## src/rtl/core/column_fractional_ranker_assert.svh

```systemverilog
// Assertion macros for the column ranker.
// Each macro expects clk and rst_n in scope at the place of use.
`ifndef COLUMN_FRACTIONAL_RANKER_ASSERT_SVH
`define COLUMN_FRACTIONAL_RANKER_ASSERT_SVH
`ifndef SYNTHESIS
// ante implies cons in the same cycle (cons may carry its own ## delay)
`define CFR_ASSERT_IMP(lbl, ante, cons, msg) \
    lbl: assert property (@(posedge clk) disable iff (!rst_n) (ante) |-> (cons)) \
        else $error(msg);
// cond must never hold
`define CFR_ASSERT_NEVER(lbl, cond, msg) \
    lbl: assert property (@(posedge clk) disable iff (!rst_n) !(cond)) \
        else $error(msg);
`else
`define CFR_ASSERT_IMP(lbl, ante, cons, msg)
`define CFR_ASSERT_NEVER(lbl, cond, msg)
`endif
`endif

```

## src/rtl/core/cfr_pkg.sv

```systemverilog
`default_nettype none
package cfr_pkg;

    // Field widths
    localparam int VAL_W   = 48;  // signed fixed point, 16 fraction bits
    localparam int FRAC_W  = 16;
    localparam int DIG_W   = 4;   // quantize digits register
    localparam int ROW_W   = 6;
    localparam int RANK_W  = 8;
    localparam int SCALE_W = 14;  // holds 10^4

    localparam int MAX_ROWS_DEF = 64;

    // Controller status seen by the top level
    typedef struct packed {
        logic loading;     // item is being stored
        logic ranking;     // ranks of a column are being produced
        logic rows_empty;  // no rows stored
    } cfr_status_t;

    // Decimal scale for the quantizer; negative disables, above four saturates
    function automatic logic [SCALE_W-1:0] pow10_scale(input logic signed [DIG_W-1:0] d);
        logic [SCALE_W-1:0] s;
        if (d[DIG_W-1])
        begin
            s = SCALE_W'(1);
        end
        else
        begin
            case (d[2:0])
                3'd0:    s = SCALE_W'(1);
                3'd1:    s = SCALE_W'(10);
                3'd2:    s = SCALE_W'(100);
                3'd3:    s = SCALE_W'(1000);
                default: s = SCALE_W'(10000);
            endcase
        end
        return s;
    endfunction

endpackage
`default_nettype wire

```

## src/rtl/core/cfr_quantizer.sv

```systemverilog
`default_nettype none
module cfr_quantizer (
    input  wire logic                             clk,
    input  wire logic                             rst_n,
    input  wire logic                             load,
    input  wire logic signed [cfr_pkg::VAL_W-1:0] value,
    input  wire logic signed [cfr_pkg::DIG_W-1:0] digits,
    output logic             [cfr_pkg::VAL_W-1:0] key
);
    import cfr_pkg::*;

    localparam int PROD_W = VAL_W + SCALE_W + 1;

    logic signed [PROD_W-1:0] prod_reg;
    logic signed [PROD_W-1:0] prod_next;
    logic                     bypass_reg;
    logic [VAL_W-1:0]         quant;
    logic                     ovf_hi;
    logic                     ovf_lo;

    // scale stage: value times 10^d, registered
    assign prod_next = PROD_W'(value) * PROD_W'($signed({1'b0, pow10_scale(digits)}));

    always_ff @(posedge clk or negedge rst_n)
    begin
        if (!rst_n)
        begin
            prod_reg   <= '0;
            bypass_reg <= 1'b1;
        end
        else if (load)
        begin
            prod_reg   <= prod_next;
            bypass_reg <= digits[DIG_W-1];
        end
    end

    // floor to a whole number, then clamp to the 48-bit range
    assign ovf_hi = !prod_reg[PROD_W-1] && (|prod_reg[PROD_W-2:VAL_W-1]);
    assign ovf_lo = prod_reg[PROD_W-1] && !(&prod_reg[PROD_W-2:VAL_W-1]);

    always_comb
    begin
        if (bypass_reg)
        begin
            quant = prod_reg[VAL_W-1:0];
        end
        else if (ovf_hi)
        begin
            quant = {1'b0, {(VAL_W-FRAC_W-1){1'b1}}, {FRAC_W{1'b0}}};
        end
        else if (ovf_lo)
        begin
            quant = {1'b1, {(VAL_W-1){1'b0}}};
        end
        else
        begin
            quant = {prod_reg[VAL_W-1:FRAC_W], {FRAC_W{1'b0}}};
        end
    end

    // offset binary so that keys order as unsigned
    assign key = {~quant[VAL_W-1], quant[VAL_W-2:0]};

endmodule
`default_nettype wire

```

## config.mk

```make
export PLATFORM = sky130hd
export DESIGN_NAME = cfr_quantizer
export DESIGN_NICKNAME = d
export VERILOG_FILES = /design/src/rtl/core/column_fractional_ranker_assert.svh /design/src/rtl/core/cfr_pkg.sv /design/src/rtl/core/cfr_quantizer.sv
export SDC_FILE = /design/constraint.sdc
export NUM_CORES = 1
export LEC_CHECK = 0
export BUFFER_PORTS_ARGS = -buffer_cell sky130_fd_sc_hd__buf_2
export CAP_MARGIN = 10
export CORE_MARGIN = 5
export CORE_UTILIZATION = 40
export DETAILED_ROUTE_END_ITERATION = 6
export PLACE_DENSITY = 0.57
export SYNTH_ARGS = -nofsm -noshare
export SYNTH_HDL_FRONTEND = slang
export SYNTH_SLANG_ARGS = --single-unit
```

## constraint.sdc

```tcl
create_clock -name clk -period 2.48 [get_ports clk]
set_clock_uncertainty 0.2 [all_clocks]
set_input_delay 0.124 -clock clk [delete_from_list [all_inputs] [get_ports clk]]
set_output_delay 0.124 -clock clk [all_outputs]
set_load 0.03 [all_outputs]
```

==> reports/results.txt <==
die area: 0.0623 mm^2
P_leak: 16.8 nW
TritonCTS clock tree: built
antenna diode count: 0
Max-Slew Margin vs Limit: 62.2%
Hold Crit Class: in -> async
area leader, netlist: fa_1
Req. time, crit path: 2.51 ns
CP Max Fanout: 6
total of max-cap violations: 0
Area Overhead vs Synth: 40.4%
family with the most delay on the worst path: adder cells
DP Wirelength: 57500 um
Max stage delay on crit path: 0.57 ns
IO buf count: 102
largest family of logic cells by synthesized area: adder cells
Final Critical Period: 6.45 ns
status: finished, violations left
fmax: 0.155 GHz
most used cell, CP: fa_1
top cells by area, synth: fa_1 42%, inv_1 11%, ha_1 10%
H-tree depth: 3
setup ws final: -3.97 ns
sequential-to-total area share from yosys stat: 6.98%
power density cells: 930 mW/mm^2
#FFs+latches synth: 64
Num Clock Sinks: 64
num rows: 87
Final period util: 260%
total wire length: 68900 um
post-synthesis compound-gate area fraction: 9.47%
CTS buffer count: 9
setup TNS: -210.96 ns
Mapped Area: 0.0230 mm^2
dpl cell area: 0.0289 mm^2
Vias/cell: 4.91
proportion of layout cells with a drive suffix above 1: 37.6%
Reg clk slew, reported paths: 0.06 ns
mean post-synth cell area: 9.01 um^2
max FFs per register: 63
final setup vio count: 92
DRT Pass-1 Iters: 5
Design Power: 30.0 mW
ys flop type: dfrtp_1
Peak VDD IR: 0.626 mV
finished layout cell area: 0.0323 mm^2
asr flop ratio synth: 100%
Syn Inst Count: 2549
XOR/XNOR share of the synthesized area: 2.94%
GP Congestion: 0.910
Final Hold Viols: 0
Clock Tree Buf Depth: 2
simple-gate share of the synthesized area: 13.7%
Yosys cell types: 80
critical path class: in -> reg
mux contribution to synthesized area: 2.15%
Wirelength per Cell: 17.4 um
grt ovf: 0
# nets final: 3919
slowest CP cell: fa_1
initial core utilization: 40.6%
Post-Route Utilization: 57.0%
warnings from Yosys: 0
io pins: 103
unrepaired setup endpoints after global routing: true
Post-synth EDFFs: 0
vias in the first global route: 21918
DIE WIDTH: 250 um
initial antenna violation count: 0
Crit path arrival time: 6.48 ns
# DRC: 0
actual slew at the worst max-slew pin: 0.567 ns
CP Capture Type: register
Routed Antenna Nets: 0
Worst-Skew Late Latency: 0.33 ns
Core Box Area: 0.0566 mm^2
global-route wire length before repair: 114000 um
Adder-Cell Fraction of Synth Area: 52.4%
most frequent cell after synthesis: inv_1
failing checks: setup timing
Max Slew Vio Count: 0
Die Y-Extent: 250 um
post-synth top area share: 42.3%
Vias: 19399
total nets after synthesis: 3275
synth cell count leaders: 647 x inv_1, 485 x fa_1, 196 x nand2_1
Clock Tree Root: clkbuf_16
CP startpoint kind: primary input
GRT Util Overall: 22.3%
pin count of the biggest net entering global routing: 43
WP buf/inv: 9
drt initial violations: 987
[layout make-up]
class,count,area (um^2)
Clock buffer,10,229
Clock inverter,6,60.1
Fill cell,4921,24300
Inverter,648,2430
Multi-Input combinational cell,1737,20800
Sequential cell,64,1600
Tap cell,756,946
Timing Repair Buffer,733,6170
[cell families (layout without fill, tap and decap cells)]
logic type	count (synthesis)	count (layout)
XOR/XNOR	77	77
buffers and inverters	748	1397
AO/OA/AOI/OAI	320	320
flip-flops	64	64
adder cells (fa/ha/maj)	671	671
multiplexers	44	44
AND/OR/NAND/NOR	625	625
[per-stage QoR]
| stage | std cells | worst slack [ns] | hold slack, ns |
|---|---|---|---|
| after floorplan | 2549 | -3.84 | -0.372 |
| after global placement | 3852 | -4.48 | -0.0579 |
| after detailed placement | 3852 | -4.49 | -0.0534 |
| after CTS | 3930 | -3.94 | 0.120 |
| after global routing | 3954 | -4.18 | 0.176 |
| final | 3954 | -3.97 | 0.111 |
[timing repair]
| action | 4_1_cts | 5_1_grt |
|---|---|---|
| gates resized for setup | 330 | 246 |
| endpoints found under the hold margin | 24 | 0 |
| pin swaps | 122 | 137 |
| hold buffers | 3 | 0 |
| setup endpoints to repair | 93 | 93 |
| setup buffers | 53 | 39 |
| gates cloned | 10 | 0 |
[metal layers]
metal,track usage [%],routed length (um),vias to the layer above
li1,-,-,9048
met5,0,0,-
met3,1.41,2330,93
met2,40.0,35000,397
met4,5.06,1630,0
met1,29.9,30000,9861
[power breakdown]
group          internal [mW]  total [mW]  leakage (nW)  switching (mW)
clock                  0.774        1.29         0.138           0.517
sequential              1.60        1.98         0.754           0.387
combinational           13.5        26.7          15.9            13.2
[path summary, 6_finish.rpt]
| kind | startpoint | to | slack [ns] | depth (start not counted) |
|---|---|---|---|---|
| setup / recovery | digits[0] | prod_reg[57] | -3.97 | 27 |
| max in group asynchronous | rst_n | prod_reg[45] | 1.32 | 3 |
| hold reg to reg | prod_reg[6] | prod_reg[6] | 0.28 | 1 |
| hold / removal | rst_n | prod_reg[2] | 0.11 | 2 |
| min in group clk | load | prod_reg[32] | 0.15 | 3 |
| setup reg to reg | prod_reg[56] | prod_reg[56] | 1.05 | 4 |
[layout by cell type, fill, tap and decap left out, types with 28 or more instances in the layout]
master	instances
a21o_1	41
a21oi_1	43
a21oi_2	28
and2_1	104
and2_4	31
buf_2	66
buf_4	534
buf_6	95
dfrtp_1	63
fa_1	456
fa_2	29
ha_1	138
ha_4	47
inv_1	600
inv_2	46
mux2_4	28
nand2_1	158
nand3_1	35
nor2_1	65
nor2b_1	55
o21ai_0	41
xnor2_1	39
No activity file was read; power rests on OpenSTA's default activity.
