<file path="src/rtl/core/column_fractional_ranker_assert.svh">
// Assertion macros for the column ranker.
// Each macro expects clk and rst_n in scope at the place of use.
`ifndef COLUMN_FRACTIONAL_RANKER_ASSERT_SVH
`define COLUMN_FRACTIONAL_RANKER_ASSERT_SVH
`ifndef SYNTHESIS
// ante implies cons in the same cycle (cons may carry its own ## delay)
`define CFR_ASSERT_IMP(lbl, ante, cons, msg) \
    lbl: assert property (@(posedge clk) disable iff (!rst_n) (ante) |-> (cons)) \
        else $error(msg);
// cond must never hold
`define CFR_ASSERT_NEVER(lbl, cond, msg) \
    lbl: assert property (@(posedge clk) disable iff (!rst_n) !(cond)) \
        else $error(msg);
`else
`define CFR_ASSERT_IMP(lbl, ante, cons, msg)
`define CFR_ASSERT_NEVER(lbl, cond, msg)
`endif
`endif

</file>
<file path="src/rtl/core/cfr_ram.sv">
`default_nettype none
module cfr_ram #(
    parameter int WIDTH = 8,
    parameter int DEPTH = 16,
    parameter int AW    = (DEPTH > 1) ? $clog2(DEPTH) : 1
) (
    input  wire logic             clk,
    input  wire logic             wr_en,
    input  wire logic [AW-1:0]    wr_addr,
    input  wire logic [WIDTH-1:0] wr_data,
    input  wire logic             rd_en,
    input  wire logic [AW-1:0]    rd_addr,
    output logic      [WIDTH-1:0] rd_data
);

    logic [WIDTH-1:0] mem [DEPTH];

    // one write port, one registered read port
    always_ff @(posedge clk)
    begin
        if (wr_en)
        begin
            mem[wr_addr] <= wr_data;
        end
        if (rd_en)
        begin
            rd_data <= mem[rd_addr];
        end
    end

endmodule
`default_nettype wire

</file>
<file path="config.mk">
export PLATFORM = sky130hd
export DESIGN_NAME = cfr_ram
export DESIGN_NICKNAME = d
export VERILOG_FILES = /design/src/rtl/core/column_fractional_ranker_assert.svh /design/src/rtl/core/cfr_ram.sv
export SDC_FILE = /design/constraint.sdc
export NUM_CORES = 1
export LEC_CHECK = 0
export BUFFER_PORTS_ARGS = -buffer_cell sky130_fd_sc_hd__buf_2
export CAP_MARGIN = 40
export CORE_ASPECT_RATIO = 1.25
export CORE_UTILIZATION = 40
export CTS_CLUSTER_SIZE = 14
export DETAILED_ROUTE_END_ITERATION = 8
export PLACE_DENSITY_LB_ADDON = 0.1
export SLEW_MARGIN = 20
export SYNTH_ARGS = -nofsm -noshare
export SYNTH_HDL_FRONTEND = slang
export SYNTH_SLANG_ARGS = --single-unit
</file>
<file path="constraint.sdc">
create_clock -name clk -period 1.8 [get_ports clk]
set_input_delay 0.09 -clock clk [delete_from_list [all_inputs] [get_ports clk]]
set_output_delay 0.09 -clock clk [all_outputs]
set_load 0.005 [all_outputs]
</file>
==> results of run 1 <==
==> placed cells by master, fill, tap and decap left out, types with 2 or more instances in the layout <==
cell,netlist,layout
sky130_fd_sc_hd__mux4_2,18,18
sky130_fd_sc_hd__a22oi_1,16,16
sky130_fd_sc_hd__clkbuf_1,0,2
sky130_fd_sc_hd__nand3b_1,2,2
sky130_fd_sc_hd__buf_12,0,3
sky130_fd_sc_hd__buf_2,3,26
sky130_fd_sc_hd__nor2_1,13,13
sky130_fd_sc_hd__nand2_1,9,9
sky130_fd_sc_hd__nor3_1,4,4
sky130_fd_sc_hd__edfxtp_1,136,136
sky130_fd_sc_hd__mux4_1,14,14
sky130_fd_sc_hd__buf_4,1,25
sky130_fd_sc_hd__clkinv_1,0,2
sky130_fd_sc_hd__bufinv_16,0,5
sky130_fd_sc_hd__clkbuf_16,0,17
sky130_fd_sc_hd__clkinv_2,0,2
sky130_fd_sc_hd__clkinv_4,0,2
sky130_fd_sc_hd__nand2b_1,2,2
==> cells by family after synthesis <==
logic type / synth area share, %
compound gates: 2.298
buf+inv: 1.651
flops: 78.12
mux: 14.79
simple gates: 3.136
==> worst max-delay path: cells and delay by family (launching register included) <==
family           cells  cell delay [ns]
AND/OR/NAND/NOR      1             0.10
AO/OA/AOI/OAI        1             0.30
multiplexers         1             0.52
flip-flops           1             0.37
==> final cells by class <==
class	instances	share of cell area [%]
clock inverter	13	3.166
timing repair buffer	54	5.938
tap	168	3.303
multi-input combinational	83	16.61
clock buffer	19	6.803
sequential	136	64.18
==> through the flow <==
stage	total power, mW	setup WS (ns)	util (%)
after floorplan	3.829	0.2171	-
after global placement	3.997	0.09141	45.04
after detailed placement	4.000	0.08642	45.04
after CTS	7.698	0.2653	50.03
after global routing	7.855	0.1887	50.03
final	7.609	0.2578	50.03
==> power groups by stage <==
| stage | sequential (mW) | clock (mW) | combinational (mW) |
|---|---|---|---|
| global placement | 3.65 | 0 | 0.343 |
| finish | 3.59 | 3.68 | 0.336 |
| floorplan | 3.65 | 0 | 0.180 |
| global route | 3.59 | 3.90 | 0.366 |
| detailed placement | 3.65 | 0 | 0.345 |
| CTS | 3.59 | 3.76 | 0.346 |
==> synth_stat cells, drive strengths merged <==
cell           count
edfxtp           136
nand2              9
nand3b             2
clkdlybuf4s25      3
and2               1
nor2              13
mux4              32
nand3              1
nand2b             2
or3b               1
nor2b              1
and2b              1
buf                7
nor3               4
a22oi             16
==> state kept, by name (all words and copies together), names as in the netlist <==
| signal | cells |
|---|---|
| mem | 128 |
| rd_data | 8 |
==> layer usage <==
layer	routed length [µm]	vias to the layer above	global-route usage [%]	share of wire (%)
li1	-	1109	-	-
met1	4746	1273	21.93	46
met2	5252	51	28.51	50
met3	290	8	4.645	2.8
met4	120	0	6.134	1.2
met5	0	-	0	0
==> worst paths after layout <==
check | cells past startpoint | startpoint | endpoint | slack [ns]
min reg2reg | 3 | mem[14][3] | rd_data[3] | 0.75
max reg2reg | 3 | mem[1][2] | rd_data[2] | 0.26
min | 1 | rd_en | rd_data[3] | 0.06
max | 3 | mem[1][2] | rd_data[2] | 0.26
==> results.md, run 1 <==
- Worst rel slew slack: 73.05%
- Hold Crit Class: input port to flop
- Finish-stage setup viols: 0
- Ys Warns: 0
- Length of the first detailed-routing pass in iterations: 4
- Standard-cell row count: 46
- Fraction of power spent switching nets: 18.94%
- Insertion delay to the later sink of the worst-skew pair: 0.40 ns
- Reported leakage power: 2.178 nW
- Final-report hold violation count: 0
- Gate power share: 4.4%
- Sequential Area: 0.004084 mm²
- Cell Count Post-Placement: 441
- Post-CTS repair timing setup buffer count: 0
- Clock transition time at the flip-flop clock pins of the worst setup and hold paths: 0.06 ns
- Design Area, Final: 0.006364 mm²
- Critical path cell sequence: mux4_1 > a22oi_1 > nand2_1
- Final count of pins violating max slew: 0
- Width of the die: 104.3 µm
- Max_cap viols: 0
- HPWL reported at the end of detailed placement: 6787 µm
- Outcome: completed
- Area delta synth->final: 21.73%
- Total of flip-flops plus latches after synthesis: 136
- Worst vdd ir: 0.5773 mV
- Multi-input combinational cell area: 0.001057 mm²
- Core Area: 0.01272 mm²
- Total internal power: 6.168 mW
- Via count of the first global-routing pass: 2578
- Post-route DRC: 0
- Layout cell share with drive strength beyond 1: 33.11%
- Final cycle utilization of the critical path: 85.68%
- PD cells: 1196 mW/mm²
- Setup TNS: 0 ns
- Post-Route WL: 10410 µm
- ANT cells: 0
- Cell area after placement: 0.005729 mm²
- Number of clock sinks: 136
- Sequential fraction of design power: 47.2%
- Die area: 0.01353 mm²
- Wire length of the first global-routing pass: 16000 µm
- Crit path kind: flop to flop
- Cells taking the most area after synthesis: sky130_fd_sc_hd__edfxtp_1 78%, sky130_fd_sc_hd__mux4_2 7.8%, sky130_fd_sc_hd__mux4_1 7.0%
- Fraction of synthesized cell area taken by the top area cell type: 78.12%
- Net switching power figure: 1.441 mW
- Initial cell density of the core: 41.10%
- Crit start category: flop
- Least-Margin Pin Slew: 0.4043 ns
- Power share of the clock group: 48.4%
- Cell type of the slowest stage on the worst timing path: sky130_fd_sc_hd__mux4_1
- Unrepaired setup endpoints after global routing: no
- Cell count after synthesis: 229
- Number of cells upsized or downsized after cts: 0
- Number of fillers in the final layout: 1034
- Max incr delay on CP: 0.52 ns
- Post-detailed-route wirelength per cell: 22.01 µm
- Clock tree from TritonCTS: yes
- Initial antenna violation count: 0
- RD Place Congestion: 0.6934
- Overall routing resource usage: 17.15%
- Vias per inst: 5.161
- Number of vias after detailed routing: 2441
- Maximum level of the CTS H-tree: 4
- Number of nets with antenna violations after detailed routing: 0
- Maximum achievable frequency: 0.6484 GHz
- Largest buffer count on any clock path: 2
- Global route total overflow: 0
- Area of the mapped netlist: 0.005228 mm²
- Fin nets: 311
- Iteration-0 DRC Markers: 133
- Number of nets produced by synthesis: 248
- Non-Filler Instances: 473
- Data arrival at the endpoint of the critical path: 1.69 ns
- Cell accounting for the most synthesized area: sky130_fd_sc_hd__edfxtp_1
- Hold buffer count at cts: 0
- Share of the yosys chip area belonging to registers: 78.12%
- Post-Route Skew: 0.005223 ns
- Crit path capture type: flop
- Number of buffers added on ports: 26
- Tmin final: 1.542 ns
- Largest net degree at the start of global routing: 33
- Final hold slack: 0.06321 ns
- CTS Root Buffer Type: sky130_fd_sc_hd__clkbuf_16
- Biggest fanout along the worst timing path: 1
- Required arrival time at the worst endpoint: 1.95 ns
- Number of buffers added by the clock tree synthesis step: 17
- Die Height: 129.8 µm
- Average instance area after synthesis: 22.83 µm²
- Number of placed I/O pins: 27
- Library cells used by synthesis: 18
(Power assumes the default switching activity.)
==> inputs of run 2 (changes only) <==
BUFFER_PORTS_ARGS = unset   (was -buffer_cell sky130_fd_sc_hd__buf_2)
CTS_BUF_LIST = sky130_fd_sc_hd__clkbuf_8 sky130_fd_sc_hd__clkbuf_16   (was unset)
DONT_BUFFER_PORTS = 1   (was unset)
==> run 2 against run 1 <==
  * Total power down 2.9%
  * Cell area down 1.8%
  * Setup slack got worse by 0.024 ns
  * Clock-buffer cell count is 2 lower
  * Register-to-register slack lost 0.02 ns
  * Combinational power fell by 22%
  * First-iteration DRC count decreased by 21%
  * Cell count is 4.0% lower
  * Clock power down 4%
  * Flip-flop and latch count did not move
  * Via count is 1.2% lower
  * Clock skew is essentially flat
  * Critical path type unchanged
==> results.md, run 2 (synthesis gave the netlist of run 1 again) <==
- Outcome: completed
- Post-Route WL: 10560 µm (+1.4%)
- Iteration-0 DRC Markers: 105 (-21%)
- Data arrival at the endpoint of the critical path: 1.71 ns (+0.02 ns)
- Post-CTS repair timing setup buffer count: 0 (unchanged)
- End of the worst register-to-register path: rd_data[0]
- Multi-input combinational cell area: 0.001057 mm² (unchanged)
- Worst vdd ir: 0.5084 mV (-12%)
- Crit start category: flop
- Width of the die: 104.3 µm (unchanged)
- Finish-stage setup viols: 0 (unchanged)
- Maximum achievable frequency: 0.6384 GHz (-1.5%)
- Tmin final: 1.566 ns (+0.02420 ns)
- Hold-critical path endpoint: mem[0][6]
- Fin nets: 292 (-6.1%)
- Unrepaired setup endpoints after global routing: no
- Largest buffer count on any clock path: 2 (unchanged)
- Initial antenna violation count: 0 (unchanged)
- Worst rel slew slack: 58.49% (-15 points)
- Number of buffers added on ports: 0 (-100%)
- Die area: 0.01353 mm² (unchanged)
- Hold path start: wr_addr[0]
- Via count of the first global-routing pass: 2566 (-0.47%)
- Final count of pins violating max slew: 0 (unchanged)
- Core Area: 0.01272 mm² (unchanged)
- Biggest regs: mem (128), rd_data (8)
- Wire length of the first global-routing pass: 15720 µm (-1.8%)
- Number of fillers in the final layout: 1042 (+0.77%)
- Commonest non-fill, non-tap cells in the layout: 136 x sky130_fd_sc_hd__edfxtp_1, 26 x sky130_fd_sc_hd__buf_4, 18 x sky130_fd_sc_hd__mux4_2
- Register-to-register path setup slack: 0.23 ns (-0.02 ns)
- ANT cells: 0 (unchanged)
- Reported leakage power: 2.074 nW (-4.8%)
- Area delta synth->final: 19.51%
- Number of stages on the worst hold path: 2 (+1)
- Global route total overflow: 0 (unchanged)
- Clock tree from TritonCTS: yes
- Overall routing resource usage: 17.04% (-0.11 points)
- Most common cell after layout, fill and taps aside: sky130_fd_sc_hd__edfxtp_1
- Non-Filler Instances: 454 (-4.0%)
- Total Power Consumption: 7.390 mW (-2.9%)
- Startpoint of the worst-slack reg-to-reg timing path: mem[1][0]
- Required arrival time at the worst endpoint: 1.94 ns (about the same)
- Crit path kind: flop to flop
- Number of buffers added by the clock tree synthesis step: 17 (unchanged)
- Least-Margin Pin Slew: 0.6207 ns (+0.2163 ns)
- CTS Root Buffer Type: sky130_fd_sc_hd__clkbuf_16
- Post-detailed-route wirelength per cell: 23.25 µm (+5.7%)
- Post-route DRC: 0 (unchanged)
- Standard-cell row count: 46 (unchanged)
- Crit path capture type: flop
- Max_cap viols: 0 (unchanged)
- Initial cell density of the core: 41.10% (unchanged)
- PD cells: 1183 mW/mm² (-1.1%)
- Worst R2R Path Depth: 3 (unchanged)
- Final hold slack: 0.04528 ns (-0.01793 ns)
- Sequential Area: 0.004084 mm² (unchanged)
- Final-report hold violation count: 0 (unchanged)
- Hold Crit Class: input port to flop
- Maximum level of the CTS H-tree: 4 (unchanged)
- Number of vias after detailed routing: 2412 (-1.2%)
- Number of flip-flops in the largest register: 128 (unchanged)
- Number of clock sinks: 136 (unchanged)
- Cell Count Post-Placement: 413 (-6.3%)
- Length of the first detailed-routing pass in iterations: 5 (+1)
- Number of cells upsized or downsized after cts: 0 (unchanged)
- Number of placed I/O pins: 27 (unchanged)
- HPWL reported at the end of detailed placement: 6600 µm (-2.8%)
- Clock transition time at the flip-flop clock pins of the worst setup and hold paths: 0.06 ns (about the same)
- Post-Route Skew: 0.005362 ns (+0.0001383 ns)
- Largest register by flop count: mem
- RD Place Congestion: 0.7072 (+2.0%)
- Worst Setup SP: mem[1][0]
- Setup TNS: 0 ns (unchanged)
- Biggest fanout along the worst timing path: 1 (unchanged)
- Die Height: 129.8 µm (unchanged)
- Vias per inst: 5.313 (+2.9%)
- Final cycle utilization of the critical path: 87.02% (+1.3 points)
- Layout cell share with drive strength beyond 1: 25.87% (-7.2 points)
- Number of nets with antenna violations after detailed routing: 0 (unchanged)
- Largest net degree at the start of global routing: 33 (unchanged)
- Insertion delay to the later sink of the worst-skew pair: 0.40 ns (about the same)
run 2: changes by cell type in the layout (fill, tap and decap cells not counted), sizes merged:
cell / before / now
bufinv: 5 / 4
clkinvlp: 1 / 4
buf: 54 / 26
dlygate4sd3: 0 / 9
clkbuf: 19 / 17
run 2: cell type report:
class | count | share of cell area [%]
repair buffers | 35 | 4.566
clock inverters | 15 | 2.964
clock buffers | 17 | 6.810
multi-input cells | 83 | 16.92
well taps | 168 | 3.365
flip-flops and latches | 136 | 65.37
run 2: per-layer routing:
layer	track usage, %	up-vias	routed length (µm)
met4	7.143	0	131
met3	4.645	10	478
li1	-	1068	-
met5	0	-	0
met2	27.84	70	5361
met1	21.77	1264	4584
run 2: worst max-delay path by stage:
stage,to,cells after the start
2_1_floorplan,mem[0][0],2
3_5_place_dp,rd_data[0],3
3_3_place_gp,rd_data[0],3
5_1_grt,rd_data[0],3
6_report,rd_data[0],3
4_1_cts,rd_data[0],3
run 2: metrics by stage:
step	area (µm²)	util [%]	setup WS [ns]
after detailed placement	5547	43.61	0.2522
after global routing	6247	49.11	0.1943
after floorplan	5228	-	0.2171
final	6247	49.11	0.2336
after global placement	5547	43.61	0.2678
after CTS	6247	49.11	0.2357
run 2: critical path, cell delays in order, from the launching register on:
cell and delay [ns]:
sky130_fd_sc_hd__edfxtp_1 0.35, sky130_fd_sc_hd__mux4_1 0.52, sky130_fd_sc_hd__a22oi_1 0.32, sky130_fd_sc_hd__nand2_1 0.12
run 2: power by group:
| part | switching, mW | internal (mW) |
|---|---|---|
| clock | 1.24 | 2.29 |
| sequential | 0.0215 | 3.57 |
| combinational | 0.136 | 0.126 |
run 2: what timing repair did:
item | 4_1_cts | 5_1_grt
hold buffers | 9 | 0
endpoints found under the hold margin | 136 | 0
setup endpoints to repair | 0 | 0
==> inputs of run 3 (changes only) <==
CELL_PAD_IN_SITES_DETAIL_PLACEMENT = 0   (was unset)
CELL_PAD_IN_SITES_GLOBAL_PLACEMENT = 1   (was unset)
==> run 3 against run 2 <==
  * Clock skew about the same
  * Critical endpoint is now rd_data[1]
  * Clock-buffer cell count did not move
  * Clock power down 13%
  * Largest cell class unchanged
==> results.md, run 3 (synthesis gave the netlist of run 1 again) <==
- Largest net degree at the start of global routing: 33 (unchanged)
- Critical path cell sequence: mux4_1 > a22oi_1 > nand2_1
- Standard-cell row count: 46 (unchanged)
- Fraction of power spent switching nets: 19.91% (+0.96 points)
- Biggest fanout along the worst timing path: 1 (unchanged)
- Worst rel slew slack: 52.32% (-6.2 points)
- Most common cell after layout, fill and taps aside: sky130_fd_sc_hd__edfxtp_1
- Crit start category: flop
- Number of placed I/O pins: 27 (unchanged)
- Die area: 0.01353 mm² (unchanged)
- Least-Margin Pin Slew: 0.7128 ns (+0.09216 ns)
- Sequential fraction of design power: 51.7% (+3.1 points)
- Number of buffers added on ports: 0 (unchanged)
- Number of clock sinks: 136 (unchanged)
- Crit path capture type: flop
- Clock transition time at the flip-flop clock pins of the worst setup and hold paths: 0.06 ns (about the same)
- Number of fillers in the final layout: 1053 (+1.1%)
- Power share of the clock group: 44.5% (-3.3 points)
- Maximum achievable frequency: 0.6401 GHz (+0.26%)
- Commonest non-fill, non-tap cells in the layout: 136 x sky130_fd_sc_hd__edfxtp_1, 18 x sky130_fd_sc_hd__mux4_2, 17 x sky130_fd_sc_hd__clkbuf_16
- Post-CTS repair timing setup buffer count: 0 (unchanged)
- Required arrival time at the worst endpoint: 1.95 ns (about the same)
- Largest buffer count on any clock path: 2 (unchanged)
- Final count of pins violating max slew: 0 (unchanged)
- Clock tree from TritonCTS: yes
- Global route total overflow: 0 (unchanged)
- Layout Utilization: 47.97% (-1.1 points)
- Fin nets: 282 (-3.4%)
- Overall routing resource usage: 17.11% (+0.069 points)
- Unrepaired setup endpoints after global routing: no
- Largest register by flop count: mem
- Vias per inst: 5.327 (+0.26%)
- Max incr delay on CP: 0.57 ns (+0.05 ns)
- Initial antenna violation count: 0 (unchanged)
- PD cells: 1138 mW/mm² (-3.8%)
- Data arrival at the endpoint of the critical path: 1.71 ns (about the same)
- Cell type of the slowest stage on the worst timing path: sky130_fd_sc_hd__mux4_1
- Net switching power figure: 1.382 mW (-1.3%)
- Finish-stage setup viols: 0 (unchanged)
- Length of the first detailed-routing pass in iterations: 5 (unchanged)
- Number of flip-flops in the largest register: 128 (unchanged)
- Biggest regs: mem (128), rd_data (8)
- ANT cells: 0 (unchanged)
- Reported leakage power: 1.986 nW (-4.2%)
- Worst vdd ir: 0.5967 mV (+17%)
- Insertion delay to the later sink of the worst-skew pair: 0.40 ns (about the same)
- Gate power share: 3.8% (+0.2 points)
- Number of nets with antenna violations after detailed routing: 0 (unchanged)
- RD Place Congestion: 0.6978 (-1.3%)
- Post-Route WL: 10370 µm (-1.8%)
- Total internal power: 5.560 mW (-7.2%)
- Iteration-0 DRC Markers: 165 (+57%)
- Non-Filler Instances: 444 (-2.2%)
- Initial cell density of the core: 41.10% (unchanged)
- Cell Count Post-Placement: 403 (-2.4%)
- Final cycle utilization of the critical path: 86.79% (-0.23 points)
- Via count of the first global-routing pass: 2599 (+1.3%)
- Layout cell share with drive strength beyond 1: 23.19% (-2.7 points)
- Setup TNS: 0 ns (unchanged)
- Core Area: 0.01272 mm² (unchanged)
- Tmin final: 1.562 ns (-0.004108 ns)
- Wire length of the first global-routing pass: 15650 µm (-0.44%)
- Crit path kind: flop to flop
- Width of the die: 104.3 µm (unchanged)
- Post-route DRC: 0 (unchanged)
- Post-Route Skew: 0.005521 ns (+0.0001593 ns)
- Number of buffers added by the clock tree synthesis step: 17 (unchanged)
- HPWL reported at the end of detailed placement: 6708 µm (+1.6%)
- Max_cap viols: 0 (unchanged)
- CTS Root Buffer Type: sky130_fd_sc_hd__clkbuf_16
- Outcome: completed
- Total Power Consumption: 6.942 mW (-6.1%)
- Number of vias after detailed routing: 2365 (-1.9%)
- Die Height: 129.8 µm (unchanged)
- Hold Crit Class: input port to flop
- Final-report hold violation count: 0 (unchanged)
- Maximum level of the CTS H-tree: 4 (unchanged)
- Post-detailed-route wirelength per cell: 23.35 µm (+0.41%)
- Area delta synth->final: 16.73%
## run 3: repair_timing
action                                 in CTS  in global routing
endpoints found under the hold margin     136                  0
resized for setup                           0                  0
hold buffers                                9                  0
## run 3: area by class of cell
class / count / area, µm² / share of cell area (%)
clock buffers: 17 / 425.4 / 6.972
multi-input cells: 83 / 1057 / 17.33
flip-flops and latches: 136 / 4084 / 66.93
repair buffers: 25 / 210.2 / 3.445
well taps: 168 / 210.2 / 3.445
clock inverters: 15 / 115.1 / 1.886
## run 3: per-layer routing
layer | vias up | track usage [%] | wire length (µm)
met3 | 6 | 5.095 | 564
met5 | - | 0 | 0
li1 | 1052 | - | -
met4 | 0 | 7.899 | 83
met1 | 1244 | 20.41 | 4315
met2 | 63 | 28.94 | 5403
## run 3: through the flow
step                hold WS (ns)  setup slack (ns)  area (µm²)
floorplan                 0.1889            0.2171        5228
global placement          0.1898            0.2492        5472
detailed placement        0.1899            0.2097        5472
CTS                      0.02783            0.2000        6102
global route             0.04213            0.1738        6102
finish                   0.04514            0.2377        6102
## run 3: power groups by stage
stage               Sequential [mW]  Clock (mW)  Combinational, mW
CTS                            3.59        3.15              0.269
finish                         3.59        3.09              0.264
floorplan                      3.65           0              0.180
global placement               3.65           0              0.199
detailed placement             3.66           0              0.202
global route                   3.60        3.29              0.284
## run 3: final timing paths
| path | from | endpoint | slack [ns] | cells past startpoint |
|---|---|---|---|---|
| worst max-delay path | mem[4][1] | rd_data[1] | 0.24 | 3 |
| worst min-delay path | rd_addr[1] | rd_data[1] | 0.05 | 3 |
| worst max register to register | mem[4][1] | rd_data[1] | 0.24 | 3 |
| worst min register to register | mem[8][1] | rd_data[1] | 0.75 | 3 |
## run 3: critical path, delay by kind of cell (launching register included)
| kind | cells | cell delay (ns) |
|---|---|---|
| simple gates | 1 | 0.08 |
| compound gates | 1 | 0.29 |
| mux | 1 | 0.57 |
| flops | 1 | 0.37 |
