<file path="config.mk">
export PLATFORM = sky130hd
export DESIGN_NAME = cfr_rank_ctrl_flat
export DESIGN_NICKNAME = d
export VERILOG_FILES = /design/src/rtl/core/column_fractional_ranker_assert.svh /design/src/rtl/core/cfr_pkg.sv /design/src/rtl/core/cfr_sample_if.sv /design/src/rtl/core/cfr_rank_if.sv /design/src/rtl/core/cfr_rank_ctrl.sv /design/src/flat_wrapper.sv
export SDC_FILE = /design/constraint.sdc
export NUM_CORES = 1
export LEC_CHECK = 0
export ABC_AREA = 1
export BUFFER_PORTS_ARGS = -buffer_cell sky130_fd_sc_hd__buf_2
export CAP_MARGIN = 20
export CELL_PAD_IN_SITES_DETAIL_PLACEMENT = 1
export CELL_PAD_IN_SITES_GLOBAL_PLACEMENT = 1
export CORE_UTILIZATION = 39
export DETAILED_ROUTE_END_ITERATION = 10
export PLACE_DENSITY = 0.87
export SETUP_SLACK_MARGIN = 0.15
export SYNTH_ARGS = -nofsm -noshare
export SYNTH_HDL_FRONTEND = slang
export SYNTH_SLANG_ARGS = --single-unit
</file>
<file path="constraint.sdc">
create_clock -name clk -period 3.2 [get_ports clk]
set_input_delay 0.48 -clock clk [delete_from_list [all_inputs] [get_ports clk]]
set_output_delay 0.48 -clock clk [all_outputs]
set_load 0.005 [all_outputs]
</file>
<file path="src/rtl/core/column_fractional_ranker_assert.svh">
// Assertion macros for the column ranker.
// Each macro expects clk and rst_n in scope at the place of use.
`ifndef COLUMN_FRACTIONAL_RANKER_ASSERT_SVH
`define COLUMN_FRACTIONAL_RANKER_ASSERT_SVH
`ifndef SYNTHESIS
// ante implies cons in the same cycle (cons may carry its own ## delay)
`define CFR_ASSERT_IMP(lbl, ante, cons, msg) \
    lbl: assert property (@(posedge clk) disable iff (!rst_n) (ante) |-> (cons)) \
        else $error(msg);
// cond must never hold
`define CFR_ASSERT_NEVER(lbl, cond, msg) \
    lbl: assert property (@(posedge clk) disable iff (!rst_n) !(cond)) \
        else $error(msg);
`else
`define CFR_ASSERT_IMP(lbl, ante, cons, msg)
`define CFR_ASSERT_NEVER(lbl, cond, msg)
`endif
`endif

</file>
<file path="src/rtl/core/cfr_pkg.sv">
`default_nettype none
package cfr_pkg;

    // Field widths
    localparam int VAL_W   = 48;  // signed fixed point, 16 fraction bits
    localparam int FRAC_W  = 16;
    localparam int DIG_W   = 4;   // quantize digits register
    localparam int ROW_W   = 6;
    localparam int RANK_W  = 8;
    localparam int SCALE_W = 14;  // holds 10^4

    localparam int MAX_ROWS_DEF = 64;

    // Controller status seen by the top level
    typedef struct packed {
        logic loading;     // item is being stored
        logic ranking;     // ranks of a column are being produced
        logic rows_empty;  // no rows stored
    } cfr_status_t;

    // Decimal scale for the quantizer; negative disables, above four saturates
    function automatic logic [SCALE_W-1:0] pow10_scale(input logic signed [DIG_W-1:0] d);
        logic [SCALE_W-1:0] s;
        if (d[DIG_W-1])
        begin
            s = SCALE_W'(1);
        end
        else
        begin
            case (d[2:0])
                3'd0:    s = SCALE_W'(1);
                3'd1:    s = SCALE_W'(10);
                3'd2:    s = SCALE_W'(100);
                3'd3:    s = SCALE_W'(1000);
                default: s = SCALE_W'(10000);
            endcase
        end
        return s;
    endfunction

endpackage
`default_nettype wire

</file>
<file path="src/rtl/core/cfr_sample_if.sv">
`default_nettype none
interface cfr_sample_if;
    import cfr_pkg::*;

    logic                    valid;
    logic                    ready;
    logic signed [VAL_W-1:0] sample_value;
    logic                    column_end;

    modport source (output valid, output sample_value, output column_end, input ready);
    modport sink   (input valid, input sample_value, input column_end, output ready);
endinterface
`default_nettype wire

</file>
<file path="src/rtl/core/cfr_rank_if.sv">
`default_nettype none
interface cfr_rank_if;
    import cfr_pkg::*;

    logic              valid;
    logic              ready;
    logic [ROW_W-1:0]  row_index;
    logic [RANK_W-1:0] rank_doubled;
    logic              last_rank;

    modport source (output valid, output row_index, output rank_doubled,
                    output last_rank, input ready);
    modport sink   (input valid, input row_index, input rank_doubled,
                    input last_rank, output ready);
endinterface
`default_nettype wire

</file>
<file path="src/rtl/core/cfr_rank_ctrl.sv">
`default_nettype none
module cfr_rank_ctrl #(
    parameter int MAX_ROWS = cfr_pkg::MAX_ROWS_DEF,
    parameter int IDX_W    = (MAX_ROWS > 1) ? $clog2(MAX_ROWS) : 1
) (
    input  wire logic                         clk,
    input  wire logic                         rst_n,
    cfr_sample_if.sink                        sample_in,
    cfr_rank_if.source                        rank_out,
    output logic                              q_load,
    input  wire logic [cfr_pkg::VAL_W-1:0]    q_key,
    output logic                              ram_wr_en,
    output logic      [IDX_W-1:0]             ram_wr_addr,
    output logic      [cfr_pkg::VAL_W-1:0]    ram_wr_data,
    output logic                              ram_rd_en,
    output logic      [IDX_W-1:0]             ram_rd_addr,
    input  wire logic [cfr_pkg::VAL_W-1:0]    ram_rd_data,
    output cfr_pkg::cfr_status_t              status
);
    import cfr_pkg::*;

    localparam int CNT_W = $clog2(MAX_ROWS + 1);
    localparam int ACC_W = CNT_W + 1;

    typedef enum logic [2:0] {
        ST_IDLE,
        ST_STORE,
        ST_PIV_RD,
        ST_PIV_LD,
        ST_SCAN,
        ST_DRAIN,
        ST_EMIT
    } state_t;

    state_t             state_reg, state_next;
    logic [CNT_W-1:0]   rows_reg, rows_next;
    logic               end_reg, end_next;
    logic [IDX_W-1:0]   piv_reg, piv_next;
    logic [IDX_W-1:0]   scan_reg, scan_next;
    logic [VAL_W-1:0]   pivot_reg, pivot_next;
    logic               cmp_vld_reg, cmp_vld_next;
    logic [CNT_W-1:0]   less_reg, less_next;
    logic [CNT_W-1:0]   equal_reg, equal_next;
    logic               out_vld_reg, out_vld_next;
    logic [ROW_W-1:0]   out_row_reg, out_row_next;
    logic [RANK_W-1:0]  out_rank_reg, out_rank_next;
    logic               out_last_reg, out_last_next;

    logic               accept;
    logic               slot_free;
    logic [CNT_W-1:0]   last_idx;
    logic               piv_last;
    logic [ACC_W-1:0]   rank_full;
    logic [IDX_W+ROW_W-1:0]   row_ext;
    logic [ACC_W+RANK_W-1:0]  rank_ext;

    assign accept    = sample_in.valid && sample_in.ready;
    assign slot_free = !out_vld_reg || rank_out.ready;
    assign last_idx  = CNT_W'(rows_reg - 1'b1);
    assign piv_last  = (CNT_W'(piv_reg) == last_idx);

    // doubled rank = 2*less + equal + 1
    assign rank_full = {less_reg, 1'b0} + ACC_W'(equal_reg) + ACC_W'(1);
    assign row_ext   = {{ROW_W{1'b0}}, piv_reg};
    assign rank_ext  = {{RANK_W{1'b0}}, rank_full};

    // handshake and datapath controls
    assign sample_in.ready = (state_reg == ST_IDLE);
    assign q_load          = accept;
    assign ram_wr_en       = (state_reg == ST_STORE) && (rows_reg < CNT_W'(MAX_ROWS));
    assign ram_wr_addr     = rows_reg[IDX_W-1:0];
    assign ram_wr_data     = q_key;
    assign ram_rd_en       = (state_reg == ST_PIV_RD) || (state_reg == ST_SCAN);
    assign ram_rd_addr     = (state_reg == ST_PIV_RD) ? piv_reg : scan_reg;

    assign rank_out.valid        = out_vld_reg;
    assign rank_out.row_index    = out_row_reg;
    assign rank_out.rank_doubled = out_rank_reg;
    assign rank_out.last_rank    = out_last_reg;

    assign status.loading    = (state_reg == ST_STORE);
    assign status.ranking    = (state_reg == ST_PIV_RD) || (state_reg == ST_PIV_LD) ||
                               (state_reg == ST_SCAN) || (state_reg == ST_DRAIN) ||
                               (state_reg == ST_EMIT);
    assign status.rows_empty = (rows_reg == '0);

    // sequencer: load, then per row read pivot, scan all rows, emit
    always_comb
    begin
        state_next    = state_reg;
        rows_next     = rows_reg;
        end_next      = end_reg;
        piv_next      = piv_reg;
        scan_next     = scan_reg;
        pivot_next    = pivot_reg;
        cmp_vld_next  = (state_reg == ST_SCAN);
        less_next     = less_reg;
        equal_next    = equal_reg;
        out_row_next  = out_row_reg;
        out_rank_next = out_rank_reg;
        out_last_next = out_last_reg;
        out_vld_next  = out_vld_reg && !rank_out.ready;

        // compare stage, on the registered data of each scan read, in the cycle after that read
        if (cmp_vld_reg)
        begin
            if (ram_rd_data < pivot_reg)
            begin
                less_next = less_reg + 1'b1;
            end
            else if (ram_rd_data == pivot_reg)
            begin
                equal_next = equal_reg + 1'b1;
            end
        end

        case (state_reg)
            ST_IDLE:
            begin
                if (accept)
                begin
                    end_next   = sample_in.column_end;
                    state_next = ST_STORE;
                end
            end
            ST_STORE:
            begin
                if (ram_wr_en)
                begin
                    rows_next = rows_reg + 1'b1;
                end
                if (end_reg)
                begin
                    piv_next   = '0;
                    state_next = ST_PIV_RD;
                end
                else
                begin
                    state_next = ST_IDLE;
                end
            end
            ST_PIV_RD:
            begin
                state_next = ST_PIV_LD;
            end
            ST_PIV_LD:
            begin
                pivot_next = ram_rd_data;
                scan_next  = '0;
                less_next  = '0;
                equal_next = '0;
                state_next = ST_SCAN;
            end
            ST_SCAN:
            begin
                scan_next = scan_reg + 1'b1;
                if (CNT_W'(scan_reg) == last_idx)
                begin
                    state_next = ST_DRAIN;
                end
            end
            ST_DRAIN:
            begin
                state_next = ST_EMIT;
            end
            ST_EMIT:
            begin
                if (slot_free)
                begin
                    out_vld_next  = 1'b1;
                    out_row_next  = row_ext[ROW_W-1:0];
                    out_rank_next = rank_ext[RANK_W-1:0];
                    out_last_next = piv_last;
                    if (piv_last)
                    begin
                        rows_next  = '0;
                        state_next = ST_IDLE;
                    end
                    else
                    begin
                        piv_next   = piv_reg + 1'b1;
                        state_next = ST_PIV_RD;
                    end
                end
            end
            default:
            begin
                state_next = ST_IDLE;
            end
        endcase
    end

    always_ff @(posedge clk or negedge rst_n)
    begin
        if (!rst_n)
        begin
            state_reg    <= ST_IDLE;
            rows_reg     <= '0;
            end_reg      <= 1'b0;
            piv_reg      <= '0;
            scan_reg     <= '0;
            pivot_reg    <= '0;
            cmp_vld_reg  <= 1'b0;
            less_reg     <= '0;
            equal_reg    <= '0;
            out_vld_reg  <= 1'b0;
            out_row_reg  <= '0;
            out_rank_reg <= '0;
            out_last_reg <= 1'b0;
        end
        else
        begin
            state_reg    <= state_next;
            rows_reg     <= rows_next;
            end_reg      <= end_next;
            piv_reg      <= piv_next;
            scan_reg     <= scan_next;
            pivot_reg    <= pivot_next;
            cmp_vld_reg  <= cmp_vld_next;
            less_reg     <= less_next;
            equal_reg    <= equal_next;
            out_vld_reg  <= out_vld_next;
            out_row_reg  <= out_row_next;
            out_rank_reg <= out_rank_next;
            out_last_reg <= out_last_next;
        end
    end

endmodule
`default_nettype wire

</file>
<file path="src/flat_wrapper.sv">
// flat-port wrapper written by rule: the top's interface ports become plain ports
module cfr_rank_ctrl_flat import cfr_pkg::*;
#(
    parameter int MAX_ROWS = cfr_pkg::MAX_ROWS_DEF,
    parameter int IDX_W    = (MAX_ROWS > 1) ? $clog2(MAX_ROWS) : 1
)
  (clk, rst_n, q_load, q_key, ram_wr_en, ram_wr_addr, ram_wr_data, ram_rd_en, ram_rd_addr, ram_rd_data, status, sample_in_valid, sample_in_sample_value, sample_in_column_end, sample_in_ready, rank_out_valid, rank_out_row_index, rank_out_rank_doubled, rank_out_last_rank, rank_out_ready);
  cfr_sample_if sample_in_i ();
  cfr_rank_if rank_out_i ();
  input  wire logic clk;
  input  wire logic rst_n;
  output logic q_load;
  input  wire logic [cfr_pkg::VAL_W-1:0] q_key;
  output logic ram_wr_en;
  output logic      [IDX_W-1:0] ram_wr_addr;
  output logic      [cfr_pkg::VAL_W-1:0] ram_wr_data;
  output logic ram_rd_en;
  output logic      [IDX_W-1:0] ram_rd_addr;
  input  wire logic [cfr_pkg::VAL_W-1:0] ram_rd_data;
  output cfr_pkg::cfr_status_t status;
  input wire logic [$bits(sample_in_i.valid)-1:0] sample_in_valid;
  input wire logic [$bits(sample_in_i.sample_value)-1:0] sample_in_sample_value;
  input wire logic [$bits(sample_in_i.column_end)-1:0] sample_in_column_end;
  output wire logic [$bits(sample_in_i.ready)-1:0] sample_in_ready;
  output wire logic [$bits(rank_out_i.valid)-1:0] rank_out_valid;
  output wire logic [$bits(rank_out_i.row_index)-1:0] rank_out_row_index;
  output wire logic [$bits(rank_out_i.rank_doubled)-1:0] rank_out_rank_doubled;
  output wire logic [$bits(rank_out_i.last_rank)-1:0] rank_out_last_rank;
  input wire logic [$bits(rank_out_i.ready)-1:0] rank_out_ready;
  assign sample_in_i.valid = sample_in_valid;
  assign sample_in_i.sample_value = sample_in_sample_value;
  assign sample_in_i.column_end = sample_in_column_end;
  assign sample_in_ready = sample_in_i.ready;
  assign rank_out_valid = rank_out_i.valid;
  assign rank_out_row_index = rank_out_i.row_index;
  assign rank_out_rank_doubled = rank_out_i.rank_doubled;
  assign rank_out_last_rank = rank_out_i.last_rank;
  assign rank_out_i.ready = rank_out_ready;
  cfr_rank_ctrl #(.MAX_ROWS(MAX_ROWS), .IDX_W(IDX_W)) u_core (.clk(clk), .rst_n(rst_n), .sample_in(sample_in_i), .rank_out(rank_out_i), .q_load(q_load), .q_key(q_key), .ram_wr_en(ram_wr_en), .ram_wr_addr(ram_wr_addr), .ram_wr_data(ram_wr_data), .ram_rd_en(ram_rd_en), .ram_rd_addr(ram_rd_addr), .ram_rd_data(ram_rd_data), .status(status));
endmodule
</file>
==> impl_metrics.csv, run 1 <==
group,metric,value,unit
critical_path,max_stage_delay,0.60,ns
timing,fin_skew,0.00380,ns
critical_path,path_cells,"inv_1, nor3_2, inv_1, nand4_1, buf_2",
synth,synth_top_area_share,37.7,%
synth,synthesis.nets,1072,
drt,post_drt_wl_per_cell,14.2,um
synth,yosysWarnings,0,
power,p_total,5920,uW
cts,postCtsHoldBufs,0,
drt,drt_iter0_drc,267,
critical_path,reg2reg_from,"u_core.pivot_reg[39]",
cts,postCtsSetupBuffers,0,
critical_path,crit_top_cell,"inv_1",
critical_path,worstSetupEndpointType,"output port",
cts,cts_resized,0,
timing,worst_pin_slew,0.894,ns
cts,clk_pin_slew,0.07,ns
floorplan,io_pins,232,
drt,firstDrtPassIters,4,
final_layout,area_growth,8.96,%
timing,hold_viol,0,
synth,syn_avg_cell_area,7.87,um2
timing,finalCriticalPeriod,2.44,ns
power,leakage,0.00387,uW
placed_design,port_buffers,87,
synth,syn-cell-area,6780,um2
synth,synth-seq-area-share,37.7,%
grt,grt_pass1_vias,5825,
cts,cts_tree,"built",
synth,synth_common_cells,"nand2_1 (219), dfrtp_1 (102), inv_1 (98)",
timing,maxSlewViolCount,0,
timing,rsz0062_at_grt,"no",
synth,yosysMostFrequentCell,"nand2_1",
critical_path,arrival,1.96,ns
floorplan,start_util,40.4,%
power,power_density,802,nW/um2
final_layout,largest_reg_flops,48,
critical_path,crit_fanout,25,
timing,setup_tns,0,ns
critical_path,slowest_stage,"inv_1",
power,ir_drop,410,uV
floorplan,die_y,134,um
critical_path,rrSetupSlack,0.91,ns
timing,final.period_utilization,76.4,%
synth,synth-seq-cells,102,
critical_path,crit_start,"u_core.state_reg[1]",
grt,grt_max_degree,102,
cts,clkLatencyLatePin,0.35,ns
cts,htreeDepth,3,
final_layout,drive_above_1_share,16.5,%
hold_path,hold_path.class,"primary input to asynchronous set/reset pin",
floorplan,die_x,134,um
cts,clkSinkCount,102,
final_layout,final_nets,1101,
drt,num_vias,5555,
grt,grt_pass1_wl,27400,um
synth,async_reset_ff_share,100,%
timing,setup_viol,0,
grt,track_usage,19.0,%
synth,ys_top_cells_by_area,"dfrtp_1 (38%), nand2_1 (12%), ha_1 (11%), buf_4 (6.0%), o21ai_0 (5.5%)",
timing,fmax,409,MHz
synth,syn-instance-count,861,
cts,root_buffer,"clkbuf_16",
floorplan,die-area,17900,um2
cts,numCtsBuffers,9,
floorplan,coreArea,16800,um2
final_layout,n_antenna_cell,0,
synth,synth_edf_count,0,
placed_design,gp_congestion,0.791,
critical_path,setup.worst_path.start_class,"flop",
drt,route.detailed.drc,0,
critical_path,crit_required,2.72,ns
synth,ys_types,41,
synth,synthFlopType,"dfrtp_1",
timing,slew-limit-headroom,40.4,%
synth,synth.largest_area_cell,"dfrtp_1",
drt,drtAntennaViolNets,0,
grt,gr-total-overflow,0,
job,cap_violations,0,
drt,routed_wl,15800,um
drt,routed_via_density,4.98,
outcome,status,"finished clean",
critical_path,crit_type,"flop to output port",
cts,cts_max_path_buffers,2,
placed_design,hpwl,11900,um
grt,antenna_found_initial,0,
floorplan,row_count,47,
where the power goes:
part	total (uW)	leakage [uW]	switching (uW)	internal (uW)
clock	1300	0.000166	528	770
combinational	2610	0.00239	1630	981
sequential	2010	0.00131	277	1740
total	5920	0.00387	2430	3490
layout make-up:
type	instances	area (um2)
Sequential cell	102	2550
Tap cell	220	275
Clock inverter	7	120
Clock buffer	9	225
Inverter	108	408
Fill cell	2109	9380
Timing Repair Buffer	90	473
Multi-Input combinational cell	579	3330
cells in the final DEF (no fill, tap or decap), drive strengths merged, types with 9 or more instances in the layout:
cell type  count
nand3         43
buf           90
a21oi         29
nand2        230
o21ai         84
nand4         14
ha            61
inv          110
dfrtp        102
clkbuf         9
xor2          25
nor2          58
path summary, 6_finish.rpt:
path	to	depth (start not counted)
worst max register to register	u_core.less_reg[1]	10
min in group clk	u_core.pivot_reg[14]	3
worst min register to register	u_core.rank_out.rank_doubled[4]	2
worst max-delay path	status[1]	5
worst min-delay path	u_core.pivot_reg[34]	1
max in group asynchronous	u_core.pivot_reg[7]	2
kinds of logic after synthesis:
logic type	share of synthesized area [%]
DFF	37.7
xor gates and xnor gates	3.86
buffers and inverters	13.3
AOI/OAI and AO/OA	9.70
adders and majority gates	11.6
muxes	0.166
and+or+nand+nor	23.8
critical path: cells and delay by family, from the launching register on:
family	cells	cell delay (ns)
flops	1	0.44
simple gates	2	0.21
buf+inv	3	0.96
per-layer routing:
metal,GRT usage (%),part of all wire [%],vias up,routed length (um)
met5,0,0,-,0
met4,6.76,1.5,0,231
met3,2.12,2.8,16,437
met2,33.4,50,74,7910
met1,23.9,46,2685,7260
li1,-,-,2780,-
through the flow:
stage | std cells | setup WS (ns) | hold WS, ns | utilization, % | instance area (um2)
4_1_cts | 1115 | 0.725 | 0.109 | 44.0 | 7380
3_3_place_gp | 1099 | 0.724 | 0.464 | 42.0 | 7040
6_report | 1115 | 0.756 | 0.0849 | 44.0 | 7380
3_5_place_dp | 1099 | 0.644 | 0.468 | 42.0 | 7040
5_1_grt | 1115 | 0.577 | 0.125 | 44.0 | 7380
2_1_floorplan | 861 | 1.29 | 0.184 | - | 6780
Power figures use the tool's default switching activity.
==> inputs of run 2 (changes only) <==
--- a/config.mk
+++ b/config.mk
@@ -10,9 +10,9 @@
 export CAP_MARGIN = 20
 export CELL_PAD_IN_SITES_DETAIL_PLACEMENT = 1
 export CELL_PAD_IN_SITES_GLOBAL_PLACEMENT = 1
-export CORE_UTILIZATION = 39
+export CORE_UTILIZATION = 33
 export DETAILED_ROUTE_END_ITERATION = 10
-export PLACE_DENSITY = 0.87
+export PLACE_DENSITY = 0.79
 export SETUP_SLACK_MARGIN = 0.15
 export SYNTH_ARGS = -nofsm -noshare
 export SYNTH_HDL_FRONTEND = slang
==> constraint.sdc (replaced) <==
create_clock -name clk -period 2 [get_ports clk]
set_input_delay 0.3 -clock clk [delete_from_list [all_inputs] [get_ports clk]]
set_output_delay 0.3 -clock clk [all_outputs]
set_load 0.005 [all_outputs]
==> impl_metrics.csv, run 2 (synthesized netlist as in run 1, its figures left out) <==
group,metric,value,unit
power,power_density,1300,nW/um2
grt,grt_max_degree,103,
timing,worst_pin_slew,0.589,ns
critical_path,arrival,2.17,ns
critical_path,crit_fanout,6,
cts,clkLatencyLatePin,0.36,ns
final_layout,area_growth,23.2,%
grt,grt_pass1_vias,5844,
hold_path,hold_path.class,"primary input to asynchronous set/reset pin",
final_layout,final_common_cell,"nand2_1",
placed_design,place_area,7240,um2
final_layout,largest_reg_flops,48,
power,p_sw_share,43.4,%
cts,clkSinkCount,102,
floorplan,die_x,145,um
final_layout,final_cells,1205,
timing,fin_skew,0.00928,ns
grt,track_usage,16.7,%
grt,antenna_found_initial,0,
power,p_total,10800,uW
power,comb_power_share,53.1,%
final_layout,drive_above_1_share,31.8,%
floorplan,die-area,21100,um2
timing,slew-limit-headroom,60.7,%
cts,numCtsBuffers,9,
grt,grt_pass1_wl,28600,um
outcome,violations,"DRC",
floorplan,row_count,52,
cts,root_buffer,"clkbuf_16",
placed_design,hpwl,11900,um
drt,firstDrtPassIters,7,
placed_design,gp_congestion,0.774,
floorplan,die_y,145,um
drt,routed_via_density,4.78,
timing,fmax,521,MHz
final_layout,final_cell_mix,"nand2_1 (188), dfrtp_1 (98), buf_2 (86)",
cts,htreeDepth,3,
drt,drt_iter0_drc,233,
power,p_sw,4700,uW
cts,cts_tree,"built",
timing,rsz0062_at_grt,"yes",
critical_path,worstSetupEndpointType,"flop",
timing,maxSlewViolCount,0,
power,seqPwrFrac,29.7,%
placed_design,port_buffers,87,
timing,hold-worst-slack,0.0201,ns
floorplan,io_pins,232,
floorplan,coreArea,20200,um2
critical_path,crit_required,2.25,ns
power,clockPowerShare,17.2,%
power,ir_drop,654,uV
job,cap_violations,0,
timing,finalCriticalPeriod,1.92,ns
drt,num_vias,5761,
power,p_int,6130,uW
cts,clk_pin_slew,0.08,ns
outcome,status,"finished with violations",
drt,route.detailed.drc,1,
timing,hold_viol,0,
final_layout,final_nets,1141,
cts,cts_max_path_buffers,2,
critical_path,setup.worst_path.start_class,"flop",
final_layout,n_antenna_cell,0,
drt,routed_wl,17900,um
power,leakage,0.00413,uW
drt,post_drt_wl_per_cell,14.8,um
timing,setup_viol,0,
floorplan,start_util,33.6,%
critical_path,crit_type,"flop to flop",
placed_design,place_inst,1166,
drt,drtAntennaViolNets,0,
grt,gr-total-overflow,0,
final_layout,fin_util,41.4,%
final_layout,final_area,8350,um2
timing,final.period_utilization,95.9,%
[run 2: cell count changes in the layout (fill, tap and decap cells not counted), moves of 11 or more]
| cell | change |
|---|---|
| nand2_1 | -31 |
| buf_4 | +27 |
| nand2_2 | +24 |
| inv_1 | -16 |
| nand3_1 | -15 |
| nor2_1 | -14 |
| ha_1 | -12 |
| ha_4 | +11 |
| inv_2 | +11 |
| nand3_2 | +11 |
[run 2: layout make-up]
cell class                 instances  area, um2
clock buffer                      11        243
multi-input combinational        582       3930
timing repair buffer             127        801
fill                            2459      11800
inverter                         108        423
tap                              270        338
sequential                       102       2560
clock inverter                     5       58.8
[run 2: timing repair]
action | 4_1_cts | 5_1_grt
pin swaps | 18 | 48
buffers inserted | 4 | 16
gates cloned | 0 | 3
hold buffers | 0 | 0
resized for setup | 65 | 98
endpoints found under the setup margin | 38 | 54
[run 2: path summary, 6_finish.rpt]
| path | start | to | slack, ns | cells past startpoint |
|---|---|---|---|---|
| worst max-delay path | u_core.state_reg[0] | u_core.piv_reg[2] | 0.08 | 13 |
| worst min-delay path | rst_n | u_core.rank_out.rank_doubled[6] | 0.02 | 2 |
| worst max register to register | u_core.state_reg[0] | u_core.piv_reg[2] | 0.08 | 13 |
| worst min register to register | u_core.rank_out.last_rank | u_core.rank_out.last_rank | 0.48 | 2 |
| max in group asynchronous | rst_n | u_core.state_reg[2] | 1.53 | 2 |
| min in group clk | ram_rd_data[36] | u_core.pivot_reg[36] | 0.17 | 3 |
[run 2: per-stage QoR]
step / setup WS [ns] / TNS [ns]
final: 0.0814 / 0
after global routing: -0.0188 / -0.0651
after CTS: 0.101 / 0
after detailed placement: -0.163 / -1.87
after global placement: -0.103 / -1.13
after floorplan: 0.177 / 0
[run 2: power groups by stage]
stage | Sequential (uW) | Combinational (uW) | Clock [uW]
after floorplan | 3140 | 3230 | 0
after global placement | 3190 | 4280 | 0
after detailed placement | 3230 | 4440 | 0
after CTS | 3210 | 4870 | 1940
after global routing | 3300 | 6500 | 1990
final | 3220 | 5750 | 1860
[run 2: worst max-delay path: stages (launching register included)]
cell	delay (ns)
dfrtp_1	0.45
buf_4	0.18
nor2_2	0.11
inv_2	0.08
nor2_4	0.13
inv_4	0.09
nor2_4	0.18
inv_2	0.07
nand2_1	0.12
nand2_4	0.11
nand2_8	0.12
inv_6	0.05
nand2_2	0.05
nand2_1	0.06
[run 2: routing by layer]
layer,vias up,wire length [um],track usage [%]
li1,2860,-,-
met1,2807,8010,21.3
met2,72,9110,28.8
met3,22,503,2.96
met4,0,225,4.37
met5,-,0,0
==> inputs of run 3 (changes only) <==
==> constraint.sdc (replaced) <==
create_clock -name clk -period 2 [get_ports clk]
set_input_delay 0 -clock clk [delete_from_list [all_inputs] [get_ports clk]]
set_output_delay 0 -clock clk [all_outputs]
set_load 0.005 [all_outputs]
==> impl_metrics.csv, run 3 (synthesized netlist as in run 1, its figures left out) <==
group,metric,value,unit
power,p_sw,4670,uW
final_layout,ff_latch_area,2560,um2
grt,grt_max_degree,102,
timing,slew-limit-headroom,56.5,%
grt,antenna_found_initial,0,
drt,post_drt_wl_per_cell,15.5,um
drt,route.detailed.drc,1,
cts,clkSinkCount,102,
power,comb_power_share,53.6,%
timing,setup_viol,0,
final_layout,drive_above_1_share,28.8,%
hold_path,worstHoldStart,"q_key[14]",
critical_path,arrival,2.19,ns
final_layout,multiInputGateArea,3910,um2
power,leakage,0.00432,uW
critical_path,worstSetupEndpointType,"flop",
timing,final.period_utilization,94.9,%
timing,fmax,527,MHz
cts,cts_max_path_buffers,2,
final_layout,final_cells,1254,
timing,fin_skew,0.00677,ns
job,cap_violations,0,
floorplan,start_util,33.6,%
power,clockPowerShare,16.5,%
final_layout,num-fill-cells,2407,
floorplan,coreArea,20200,um2
critical_path,setup.worst_path.start_class,"flop",
cts,clk_pin_slew,0.07,ns
cts,numCtsBuffers,9,
floorplan,io_pins,232,
power,power_density,1230,nW/um2
critical_path,r2r_end,"u_core.less_reg[2]",
placed_design,place_ws,-0.0811,ns
timing,fin_ws,0.102,ns
drt,drt_iter0_drc,233,
outcome,violations,"DRC",
placed_design,hpwl,12700,um
floorplan,die-area,21100,um2
critical_path,reg2reg_from,"u_core.pivot_reg[31]",
timing,rsz0062_at_grt,"yes",
floorplan,die_x,145,um
grt,grt_pass1_wl,31500,um
final_layout,final_cell_mix,"nand2_1 (186), dfrtp_1 (99), buf_2 (86)",
grt,grt_pass1_vias,6358,
timing,finalCriticalPeriod,1.90,ns
floorplan,row_count,52,
power,ir_drop,618,uV
final_layout,final_common_cell,"nand2_1",
outcome,status,"finished with violations",
critical_path,crit_start,"u_core.pivot_reg[31]",
critical_path,crit_fanout,7,
power,p_int,6170,uW
cts,clkLatencyLatePin,0.35,ns
floorplan,die_y,145,um
drt,drtAntennaViolNets,0,
critical_path,worstRegToRegCells,12,
final_layout,largest_reg_flops,48,
hold_path,hold_path.class,"primary input to output port",
critical_path,crit_type,"flop to flop",
cts,root_buffer,"clkbuf_16",
grt,track_usage,18.5,%
drt,routed_wl,19400,um
placed_design,gp_congestion,0.782,
drt,routed_via_density,4.85,
final_layout,n_antenna_cell,0,
final_layout,final_nets,1192,
cts,cts_tree,"built",
timing,maxSlewViolCount,0,
critical_path,rrSetupSlack,0.10,ns
placed_design,port_buffers,87,
hold_path,whs_endpoint,"ram_wr_data[14]",
power,p_sw_share,43.1,%
timing,hold_viol,0,
drt,num_vias,6085,
placed_design,place_inst,1168,
timing,worst_pin_slew,0.653,ns
drt,firstDrtPassIters,8,
power,seqPwrFrac,29.9,%
final_layout,area_growth,30.3,%
power,p_total,10800,uW
critical_path,crit_required,2.29,ns
grt,gr-total-overflow,0,
cts,htreeDepth,3,
hold_path,holdPathStages,0,
==> run 3: layer usage <==
metal,up-vias,GRT usage [%],share of wire (%)
met5,-,0,0
li1,2958,-,-
met3,27,2.55,2.3
met4,0,6.53,1.9
met2,77,33.2,52
met1,3023,22.6,44
==> run 3: power groups by stage <==
stage | clock network [uW] | logic [uW] | registers (uW)
3_3_place_gp | 0 | 4300 | 3190
6_report | 1790 | 5810 | 3240
2_1_floorplan | 0 | 3230 | 3140
5_1_grt | 1910 | 6560 | 3320
3_5_place_dp | 0 | 4480 | 3240
4_1_cts | 1840 | 4920 | 3210
==> run 3: what timing repair did <==
item | 4_1_cts | 5_1_grt
gates cloned | 1 | 1
hold buffers | 51 | 0
hold endpoints to repair | 91 | 0
setup endpoints to repair | 29 | 39
pin swaps | 20 | 38
buffers inserted | 3 | 16
resized for setup | 47 | 94
==> run 3: worst max-delay path, cell delays in order (launching register included) <==
cell and delay, ns:
dfrtp_1 0.33, inv_1 0.05, ha_1 0.33, nand2_1 0.08, nor3_1 0.19, buf_4 0.17, nand2_4 0.06, nor2_4 0.10
nand2_4 0.08, nand4_4 0.12, buf_8 0.16, nand3_2 0.07, nand2_2 0.07
==> run 3: through the flow <==
step	utilization [%]	setup TNS, ns	hold slack, ns	cell area [um2]
after global routing	43.8	-0.257	0.00000740	8830
after global placement	36.0	0	0.0000346	7250
after detailed placement	36.0	-0.814	0.0000346	7250
after floorplan	-	0	-0.296	6780
after CTS	41.2	0	0.0000346	8300
final	43.8	0	0.00000197	8830
==> run 3: worst max path at each step <==
stage,end,cells after the start
6_report,u_core.less_reg[2],12
5_1_grt,u_core.equal_reg[0],13
2_1_floorplan,u_core.rows_reg[0],9
3_3_place_gp,u_core.less_reg[4],13
4_1_cts,u_core.equal_reg[2],14
3_5_place_dp,u_core.less_reg[4],13
==> run 3: layout make-up <==
class | count | area share (%)
clock buffers | 14 | 3.33
inverters | 108 | 4.71
multi-input cells | 581 | 44.2
flip-flops and latches | 102 | 29.0
well taps | 270 | 3.83
repair buffers | 179 | 14.9
